**config.mk**
```make
export PLATFORM = sky130hd
export DESIGN_NAME = escaped_string_decoder_utf8_core
export DESIGN_NICKNAME = d
export VERILOG_FILES = /design/src/esd_pkg.sv /design/src/esd_front.sv /design/src/esd_queue.sv /design/src/esd_back.sv /design/src/escaped_string_decoder_utf8_core.sv
export SDC_FILE = /design/constraint.sdc
export NUM_CORES = 1
export LEC_CHECK = 0
export BUFFER_PORTS_ARGS = -buffer_cell sky130_fd_sc_hd__clkbuf_2
export CORE_MARGIN = 8
export CORE_UTILIZATION = 50
export DETAILED_ROUTE_END_ITERATION = 10
export MAX_ROUTING_LAYER = met4
export PLACE_DENSITY = 0.66
export SYNTH_ARGS = -nofsm -noshare
export SYNTH_HDL_FRONTEND = slang
export SYNTH_SLANG_ARGS = --single-unit
```
**constraint.sdc**
```tcl
create_clock -name clk -period 7.07 [get_ports clk]
set_input_delay 1.7675 -clock clk [delete_from_list [all_inputs] [get_ports clk]]
set_output_delay 1.7675 -clock clk [all_outputs]
set_load 0.1 [all_outputs]
```
**src/esd_pkg.sv**
```systemverilog
// shared types and constants for the escaped string decoder
`timescale 1ns / 1ps
package esd_pkg;

  typedef enum logic [2:0] {
    MODE_NORMAL,
    MODE_ESCAPE,
    MODE_HEX,
    MODE_CONT,
    MODE_ERROR
  } mode_t;

  localparam logic [1:0] REG_COMMENT_CHAR = 2'd0;
  localparam logic [1:0] REG_EQUALS_CHAR  = 2'd1;
  localparam logic [1:0] REG_MULTILINE    = 2'd2;

  localparam logic [7:0] COMMENT_RESET = 8'd59;
  localparam logic [7:0] EQUALS_RESET  = 8'd61;

  localparam logic [7:0] CH_BACKSLASH = 8'h5C;
  localparam logic [7:0] CH_LBRACKET  = 8'h5B;
  localparam logic [7:0] CH_RBRACKET  = 8'h5D;
  localparam logic [7:0] CH_SQUOTE    = 8'h27;
  localparam logic [7:0] CH_DQUOTE    = 8'h22;
  localparam logic [7:0] CH_SPACE     = 8'h20;
  localparam logic [7:0] CH_TAB       = 8'h09;
  localparam logic [7:0] CH_LF        = 8'h0A;
  localparam logic [7:0] CH_CR        = 8'h0D;
  localparam logic [7:0] CH_BEL       = 8'h07;
  localparam logic [7:0] CH_BS        = 8'h08;
  localparam logic [7:0] CH_FF        = 8'h0C;
  localparam logic [7:0] CH_VT        = 8'h0B;
  localparam logic [7:0] CH_LOW_A     = 8'h61;
  localparam logic [7:0] CH_LOW_B     = 8'h62;
  localparam logic [7:0] CH_LOW_F     = 8'h66;
  localparam logic [7:0] CH_LOW_N     = 8'h6E;
  localparam logic [7:0] CH_LOW_R     = 8'h72;
  localparam logic [7:0] CH_LOW_T     = 8'h74;
  localparam logic [7:0] CH_LOW_V     = 8'h76;
  localparam logic [7:0] CH_LOW_X     = 8'h78;
  localparam logic [7:0] CH_UP_X      = 8'h58;

  localparam logic [23:0] MAX_CODE_POINT = 24'h10FFFF;
  localparam logic [7:0]  UTF8_CONT      = 8'h80;
  localparam logic [7:0]  UTF8_LEAD2     = 8'hC0;
  localparam logic [7:0]  UTF8_LEAD3     = 8'hE0;
  localparam logic [7:0]  UTF8_LEAD4     = 8'hF0;

  // one accepted byte after classification: up to four data beats and an end status
  typedef struct packed {
    logic [2:0]      nbytes;
    logic [3:0][7:0] bytes;
    logic            eos;
    logic            status;
  } cmd_t;

endpackage

```
**src/esd_front.sv**
```systemverilog
// front end: escape state machine, config registers and utf-8 encoding
`timescale 1ns / 1ps
module esd_front import esd_pkg::*; (
  input  logic       clk,
  input  logic       rst,
  input  logic       cfg_write,
  input  logic [1:0] cfg_index,
  input  logic [7:0] cfg_data,
  input  logic       accept,
  input  logic [7:0] in_byte,
  input  logic       end_of_string,
  output logic       push,
  output cmd_t       cmd
);

  logic [7:0]  comment_char;
  logic [7:0]  equals_char;
  logic        multiline_allowed;
  mode_t       mode, mode_step, mode_next;
  logic [2:0]  hex_count, hex_count_step, hex_count_next;
  logic [23:0] accum, accum_step, accum_next;

  logic        is_nl;
  logic        is_blank;
  logic        raw_special;
  logic        esc_ok;
  logic [7:0]  esc_val;
  logic        esc_hex;
  logic        esc_cont;
  logic        hex_ok;
  logic [3:0]  hex_digit;
  logic [23:0] accum_shift;
  logic        hex_done;
  logic        cp_bad;
  logic [20:0] cp;
  logic [2:0]  utf_n;
  logic [3:0][7:0] utf_bytes;

  always_ff @(posedge clk) begin
    if (rst) begin
      comment_char      <= COMMENT_RESET;
      equals_char       <= EQUALS_RESET;
      multiline_allowed <= 1'b1;
    end else if (cfg_write) begin
      case (cfg_index)
        REG_COMMENT_CHAR: comment_char      <= cfg_data;
        REG_EQUALS_CHAR:  equals_char       <= cfg_data;
        REG_MULTILINE:    multiline_allowed <= cfg_data[0];
        default: ;
      endcase
    end
  end

  always_ff @(posedge clk) begin
    if (rst) begin
      mode      <= MODE_NORMAL;
      hex_count <= 3'd0;
      accum     <= 24'd0;
    end else if (accept) begin
      mode      <= mode_next;
      hex_count <= hex_count_next;
      accum     <= accum_next;
    end
  end

  assign is_nl    = (in_byte == CH_LF) || (in_byte == CH_CR);
  assign is_blank = (in_byte == CH_SPACE) || (in_byte == CH_TAB);
  assign raw_special = (in_byte == CH_LBRACKET) || (in_byte == CH_RBRACKET) ||
                       (in_byte == CH_SQUOTE) || (in_byte == CH_DQUOTE) ||
                       (in_byte == comment_char) || (in_byte == equals_char);

  // escape mapping, register matches take priority
  always_comb begin
    esc_ok  = 1'b1;
    esc_val = in_byte;
    if (in_byte == comment_char) begin
      esc_val = comment_char;
    end else if (in_byte == equals_char) begin
      esc_val = equals_char;
    end else begin
      case (in_byte)
        CH_LOW_A: esc_val = CH_BEL;
        CH_LOW_B: esc_val = CH_BS;
        CH_LOW_F: esc_val = CH_FF;
        CH_LOW_N: esc_val = CH_LF;
        CH_LOW_R: esc_val = CH_CR;
        CH_LOW_T: esc_val = CH_TAB;
        CH_LOW_V: esc_val = CH_VT;
        CH_LBRACKET, CH_RBRACKET, CH_SQUOTE, CH_DQUOTE, CH_BACKSLASH: esc_val = in_byte;
        CH_LOW_X, CH_UP_X: esc_val = CH_LOW_X;
        CH_SPACE, CH_TAB, CH_LF, CH_CR: esc_val = CH_LF;
        default: begin
          esc_ok  = 1'b0;
          esc_val = in_byte;
        end
      endcase
    end
  end

  assign esc_hex  = (esc_val == CH_LOW_X);
  assign esc_cont = (esc_val == CH_LF) && (in_byte != CH_LOW_N);

  always_comb begin
    hex_ok    = 1'b1;
    hex_digit = 4'd0;
    if (in_byte >= 8'h30 && in_byte <= 8'h39) begin
      hex_digit = in_byte[3:0];
    end else if ((in_byte >= 8'h41 && in_byte <= 8'h46) ||
                 (in_byte >= 8'h61 && in_byte <= 8'h66)) begin
      hex_digit = in_byte[3:0] + 4'd9;
    end else begin
      hex_ok = 1'b0;
    end
  end

  assign accum_shift = {accum[19:0], hex_digit};
  assign hex_done    = (hex_count + 3'd1) >= 3'd6;
  assign cp_bad      = accum_shift > MAX_CODE_POINT;
  assign cp          = accum_shift[20:0];

  always_comb begin
    utf_bytes = '0;
    if (cp == 21'd0) begin
      utf_n = 3'd0;
    end else if (cp <= 21'h7F) begin
      utf_n        = 3'd1;
      utf_bytes[0] = {1'b0, cp[6:0]};
    end else if (cp < 21'h800) begin
      utf_n        = 3'd2;
      utf_bytes[0] = UTF8_LEAD2 | {3'b0, cp[10:6]};
      utf_bytes[1] = UTF8_CONT | {2'b0, cp[5:0]};
    end else if (cp < 21'h10000) begin
      utf_n        = 3'd3;
      utf_bytes[0] = UTF8_LEAD3 | {4'b0, cp[15:12]};
      utf_bytes[1] = UTF8_CONT | {2'b0, cp[11:6]};
      utf_bytes[2] = UTF8_CONT | {2'b0, cp[5:0]};
    end else begin
      utf_n        = 3'd4;
      utf_bytes[0] = UTF8_LEAD4 | {5'b0, cp[20:18]};
      utf_bytes[1] = UTF8_CONT | {2'b0, cp[17:12]};
      utf_bytes[2] = UTF8_CONT | {2'b0, cp[11:6]};
      utf_bytes[3] = UTF8_CONT | {2'b0, cp[5:0]};
    end
  end

  // next state
  always_comb begin
    mode_step      = mode;
    hex_count_step = hex_count;
    accum_step     = accum;
    case (mode)
      MODE_NORMAL: begin
        if (in_byte == CH_BACKSLASH) mode_step = MODE_ESCAPE;
        else if (raw_special) mode_step = MODE_ERROR;
        else if (multiline_allowed && is_nl) mode_step = MODE_ERROR;
      end
      MODE_ESCAPE: begin
        if (!esc_ok) begin
          mode_step = MODE_ERROR;
        end else if (esc_hex) begin
          mode_step      = MODE_HEX;
          hex_count_step = 3'd0;
          accum_step     = 24'd0;
        end else if (esc_cont) begin
          if (!multiline_allowed) mode_step = MODE_ERROR;
          else mode_step = is_nl ? MODE_NORMAL : MODE_CONT;
        end else begin
          mode_step = MODE_NORMAL;
        end
      end
      MODE_HEX: begin
        if (!hex_ok) begin
          mode_step = MODE_ERROR;
        end else if (hex_done) begin
          mode_step      = cp_bad ? MODE_ERROR : MODE_NORMAL;
          hex_count_step = 3'd0;
          accum_step     = 24'd0;
        end else begin
          hex_count_step = hex_count + 3'd1;
          accum_step     = accum_shift;
        end
      end
      MODE_CONT: begin
        if (is_blank) mode_step = MODE_CONT;
        else if (is_nl) mode_step = MODE_NORMAL;
        else mode_step = MODE_ERROR;
      end
      default: mode_step = MODE_ERROR;
    endcase
  end

  assign mode_next      = end_of_string ? MODE_NORMAL : mode_step;
  assign hex_count_next = end_of_string ? 3'd0 : hex_count_step;
  assign accum_next     = end_of_string ? 24'd0 : accum_step;

  // outputs
  always_comb begin
    cmd.nbytes = 3'd0;
    cmd.bytes  = '0;
    case (mode)
      MODE_NORMAL: begin
        if (!(in_byte == CH_BACKSLASH) && !raw_special && !(multiline_allowed && is_nl)) begin
          cmd.nbytes   = 3'd1;
          cmd.bytes[0] = in_byte;
        end
      end
      MODE_ESCAPE: begin
        if (esc_ok && !esc_hex) begin
          if (esc_cont) begin
            if (multiline_allowed) begin
              cmd.nbytes   = 3'd1;
              cmd.bytes[0] = CH_LF;
            end
          end else begin
            cmd.nbytes   = 3'd1;
            cmd.bytes[0] = esc_val;
          end
        end
      end
      MODE_HEX: begin
        if (hex_ok && hex_done && !cp_bad) begin
          cmd.nbytes = utf_n;
          cmd.bytes  = utf_bytes;
        end
      end
      default: ;
    endcase
    cmd.eos    = end_of_string;
    cmd.status = end_of_string && !(mode_step == MODE_NORMAL || mode_step == MODE_CONT);
  end

  assign push = accept && ((cmd.nbytes != 3'd0) || end_of_string);

endmodule

```
**src/esd_queue.sv**
```systemverilog
// short command queue between front and back
`timescale 1ns / 1ps
module esd_queue import esd_pkg::*; #(
  parameter int DEPTH = 4
) (
  input  logic clk,
  input  logic rst,
  input  logic push,
  input  cmd_t push_cmd,
  input  logic pop,
  output cmd_t head,
  output logic empty,
  output logic full
);

  localparam int PTR_W = (DEPTH > 1) ? $clog2(DEPTH) : 1;
  localparam int CNT_W = $clog2(DEPTH + 1);

  cmd_t             entries [DEPTH];
  logic [PTR_W-1:0] wr_ptr, rd_ptr;
  logic [CNT_W-1:0] count;

  always_ff @(posedge clk) begin
    if (push) entries[wr_ptr] <= push_cmd;
  end

  always_ff @(posedge clk) begin
    if (rst) begin
      wr_ptr <= '0;
      rd_ptr <= '0;
      count  <= '0;
    end else begin
      if (push) wr_ptr <= (wr_ptr == PTR_W'(DEPTH - 1)) ? '0 : wr_ptr + PTR_W'(1);
      if (pop)  rd_ptr <= (rd_ptr == PTR_W'(DEPTH - 1)) ? '0 : rd_ptr + PTR_W'(1);
      if (push && !pop) count <= count + CNT_W'(1);
      else if (pop && !push) count <= count - CNT_W'(1);
    end
  end

  assign head  = entries[rd_ptr];
  assign empty = (count == '0);
  assign full  = (count == CNT_W'(DEPTH));

endmodule

```
**src/esd_back.sv**
```systemverilog
// back end: unpacks commands into result beats behind an output register
`timescale 1ns / 1ps
module esd_back import esd_pkg::*; (
  input  logic       clk,
  input  logic       rst,
  input  cmd_t       head,
  input  logic       empty,
  output logic       pop,
  output logic       out_valid,
  input  logic       out_stall,
  output logic [7:0] out_byte,
  output logic       is_data,
  output logic       status,
  output logic       last
);

  cmd_t       cur;
  logic       cur_valid;
  logic [2:0] idx;
  logic       load;
  logic       is_final;
  logic       beat_data;
  logic [2:0] total;

  assign load      = !out_valid || !out_stall;
  assign total     = cur.nbytes + {2'b0, cur.eos};
  assign is_final  = (idx + 3'd1) == total;
  assign beat_data = idx < cur.nbytes;
  assign pop       = !empty && (!cur_valid || (load && is_final));

  always_ff @(posedge clk) begin
    if (rst) begin
      cur_valid <= 1'b0;
      idx       <= 3'd0;
    end else begin
      if (pop) begin
        cur_valid <= 1'b1;
        idx       <= 3'd0;
      end else if (load && cur_valid) begin
        if (is_final) cur_valid <= 1'b0;
        idx <= idx + 3'd1;
      end
    end
  end

  always_ff @(posedge clk) begin
    if (pop) cur <= head;
  end

  always_ff @(posedge clk) begin
    if (rst) begin
      out_valid <= 1'b0;
    end else if (load) begin
      out_valid <= cur_valid;
    end
  end

  always_ff @(posedge clk) begin
    if (load && cur_valid) begin
      out_byte <= beat_data ? cur.bytes[idx[1:0]] : 8'd0;
      is_data  <= beat_data;
      status   <= beat_data ? 1'b0 : cur.status;
      last     <= !beat_data;
    end
  end

endmodule

```
**src/escaped_string_decoder_utf8_core.sv**
```systemverilog
// top level of the escaped string decoder with utf-8 output
// path: commands pass the queue, the back end's cur register and the output register
// throughput: per cycle one input beat unless in_stall, one result beat unless out_stall; a
// hex code gives up to five beats for eight input beats, so the queue drains between codes
// reset (rst, synchronous): decoder state normal, registers 59/61/1, queue and output empty
`timescale 1ns / 1ps
module escaped_string_decoder_utf8_core import esd_pkg::*; #(
  parameter int QUEUE_DEPTH = 4
) (
  input  logic       clk,
  input  logic       rst,
  input  logic       cfg_write,
  input  logic [1:0] cfg_index,
  input  logic [7:0] cfg_data,
  input  logic       in_valid,
  output logic       in_stall,
  input  logic [7:0] in_byte,
  input  logic       end_of_string,
  output logic       out_valid,
  input  logic       out_stall,
  output logic [7:0] out_byte,
  output logic       is_data,
  output logic       status,
  output logic       last
);

  logic accept;
  logic push;
  cmd_t cmd;
  cmd_t head;
  logic pop;
  logic empty;
  logic full;

  assign in_stall = full;
  assign accept   = in_valid && !full;

  esd_front u_front (
    .clk           (clk),
    .rst           (rst),
    .cfg_write     (cfg_write),
    .cfg_index     (cfg_index),
    .cfg_data      (cfg_data),
    .accept        (accept),
    .in_byte       (in_byte),
    .end_of_string (end_of_string),
    .push          (push),
    .cmd           (cmd)
  );

  esd_queue #(
    .DEPTH (QUEUE_DEPTH)
  ) u_queue (
    .clk      (clk),
    .rst      (rst),
    .push     (push),
    .push_cmd (cmd),
    .pop      (pop),
    .head     (head),
    .empty    (empty),
    .full     (full)
  );

  esd_back u_back (
    .clk       (clk),
    .rst       (rst),
    .head      (head),
    .empty     (empty),
    .pop       (pop),
    .out_valid (out_valid),
    .out_stall (out_stall),
    .out_byte  (out_byte),
    .is_data   (is_data),
    .status    (status),
    .last      (last)
  );

endmodule
```
==> results.json <==
{
  "yosys.area.top_type": "edfxtp_1",
  "hp-class": "reg -> reg",
  "synth_cells": 785,
  "cp.arrival_ns": 5.96,
  "synth_common_cells": "181 x edfxtp_1, 55 x dfxtp_1, 55 x nor2_1",
  "gp_congestion": 0.874,
  "rsz0062_at_grt": "no",
  "period_minus_slack_ns": 5.55,
  "ys_top_cells_by_area": "edfxtp_1 51%, dfxtp_1 10%, mux4_2 8.6%",
  "syn_avg_cell_area_sq_um": 13.6,
  "synth.net_count": 828,
  "numCtsBuffers": 23,
  "cts_max_level": 1,
  "wirelength_um": 23700,
  "start_util_pct": 50.9,
  "pre_cts_ws_ns": 1.03,
  "ys_warn_count": 0,
  "setup_viol": 0,
  "synth_simple_gate_area_share_pct": 11.6,
  "hpwl_um": 16100,
  "start_kind": "input pin",
  "num_rows": 53,
  "synth_most_common_cell": "edfxtp_1",
  "drive_gt1_share_pct": 17.2,
  "timing.fmax_ghz": 0.180,
  "synthAdderAreaFrac_pct": 2.29,
  "fin_setup_tns_ns": 0,
  "min_period_over_period_pct": 78.5,
  "finalWorstSetupSlack_ns": 1.52,
  "synth_mux_area_share_pct": 10.1,
  "synth_top_area_share_pct": 50.8,
  "worst_pin_slew_ns": 0.845,
  "syn_to_final_growth_pct": 11.2,
  "ant_nets": 0,
  "crit_type": "in -> reg",
  "drt-pass1-iter-count": 6,
  "status": "finished clean",
  "antenna_cells": 0,
  "synth-edff-count": 181,
  "core_area_sq_um": 21000,
  "clk_latency_ns": 0.51,
  "multi_input_comb_area_sq_um": 3890,
  "routed_via_density": 6.11,
  "cts_setup_buffers": 0,
  "grtUsageTotal_pct": 18.4,
  "whs_ns": 0.481,
  "async_flop_share_pct": 0,
  "antenna_found_initial": 0,
  "synthFlopType": "edfxtp_1",
  "ff_latch_area_sq_um": 6540,
  "relSlewSlack_pct": 42.2,
  "grt_remaining_overflow": 0,
  "die-area_sq_um": 26400,
  "ys_types": 75,
  "grt_pass1_vias": 6779,
  "num_vias": 6734,
  "synth_compound_area_share_pct": 10.2,
  "grt_pass1_wl_um": 37400,
  "p_per_area_nw_per_um2": 348,
  "die_w_um": 162,
  "numClockSinks": 236,
  "ys_seq_area_share_pct": 61.0,
  "p_leak_uw": 0.00420,
  "nFillCells": 1650,
  "die_h_um": 162,
  "io_pins": 37,
  "drt_iter0_markers": 644,
  "placed_area_sq_um": 11100,
  "postCtsResizedCells": 0,
  "ctsLongestPathBuffers": 3,
  "fin_area_sq_um": 11900,
  "drc": 0,
  "hold_viol_final": 0,
  "synth_top_family_by_area": "simple AND/OR/NAND/NOR gates",
  "ys_seq_elements": 236,
  "drv_slew": 0,
  "grt_start_max_net_pins": 38,
  "crit_required_ns": 7.48,
  "cts_hold_buf": 0,
  "wl_per_cell_um": 21.5,
  "fin_skew_ns": 0.0256,
  "nNetsFinal": 854,
  "synth_area_sq_um": 10700,
  "cp-end-kind": "flip-flop",
  "vdd_drop_max_mv": 0.200,
  "crit_fanout": 9,
  "max_cap_violations": 0,
  "root_buffer": "clkbuf_16",
  "io_buffers": 36,
  "synthXorXnorAreaFrac_pct": 2.13,
  "cts.clk_slew.worst_paths_ns": 0.06,
  "cts_tree": "built"
}
==> critical path: stages <==
cell and delay (ns):
clkbuf_2 0.19, inv_1 0.20, ha_1 0.29, or4bb_1 0.42
a31oi_1 0.21, nand2b_1 0.28, o2111ai_1 0.17, o221a_2 0.19
or4b_1 0.61, a2111oi_4 0.41, nor2_2 0.13, ha_1 0.25
inv_1 0.08, fa_1 0.19, xor2_1 0.09, or3_1 0.32
a21oi_1 0.15
==> layout make-up <==
class                      count  area share [%]
clock buffer                  27            5.04
clock inverter                14            1.66
inverter                      24           0.756
multi-input combinational    480            32.6
sequential                   236            54.9
tap                          275            2.89
timing repair buffer          46            2.14
==> per-layer routing <==
| metal | share of wire (%) | global-route usage, % | vias to the layer above |
|---|---|---|---|
| met3 | 5.5 | 2.93 | 46 |
| met2 | 48 | 29.7 | 227 |
| met5 | 0 | - | - |
| met1 | 44 | 23.8 | 3368 |
| met4 | 2.5 | 5.05 | 0 |
| li1 | - | - | 3093 |
==> through the flow <==
step / power [uW] / instances / utilization (%)
after floorplan: 2670 / 785 / -
after global placement: 2880 / 1061 / 52.9
after detailed placement: 2910 / 1061 / 52.9
after CTS: 4190 / 1102 / 56.7
after global routing: 4330 / 1102 / 56.7
final: 4140 / 1102 / 56.7
==> kinds of logic (layout without fill, tap and decap cells) <==
family | Yosys count | count (layout)
muxes | 56 | 56
and+or+nand+nor | 233 | 233
DFF | 236 | 236
adders and majority gates | 19 | 19
AOI/OAI and AO/OA | 146 | 146
xor gates and xnor gates | 26 | 26
buffers and inverters | 69 | 111
==> state kept, by name (all words and copies together) (netlist names), 8 cells and up <==
register              count
u_back.cur               34
u_front.equals_char       8
u_front.accum            20
u_back.out_byte           8
u_front.comment_char      8
u_queue.entries         136
==> placed cells by master (no fill, tap or decap), types with 6 or more instances in the layout <==
master     Yosys  routed
a211oi_1       6       6
a21o_1         6       6
a21oi_1       36      36
a22o_1        19      19
and2_1         8       8
buf_4          0      10
clkbuf_16      0      23
clkbuf_2       0      36
dfxtp_1       55      54
edfxtp_1     181     181
ha_1          18      18
inv_1         24      24
mux2i_1       14      14
mux4_2        41      41
nand2_1       50      50
nand2b_1      10      10
nand3_1       16      16
nand4_1        7       7
nor2_1        55      55
nor2b_1       11      11
nor3_1        21      21
o21ai_0       13      13
or3_1         10      10
xnor2_1       20      20
xor2_1         6       6
==> final timing paths <==
kind	slack, ns	from	end	cells after the start
max	1.52	in_byte[0]	u_queue.count[2]$_SDFFE_PP0P_	17
min	0.48	u_front.accum[18]$_SDFFE_PP0P_	u_front.accum[18]$_SDFFE_PP0P_	1
max reg2reg	2.49	u_front.accum[12]$_SDFFE_PP0P_	u_queue.count[2]$_SDFFE_PP0P_	14
min reg2reg	0.48	u_front.accum[18]$_SDFFE_PP0P_	u_front.accum[18]$_SDFFE_PP0P_	1
==> power by group <==
| group | internal, uW | switching, uW |
|---|---|---|
| Combinational | 343 | 643 |
| Clock | 789 | 493 |
| Sequential | 1790 | 88.3 |
| Total | 2920 | 1220 |
Note: power is estimated with default switching activity, not from simulation.
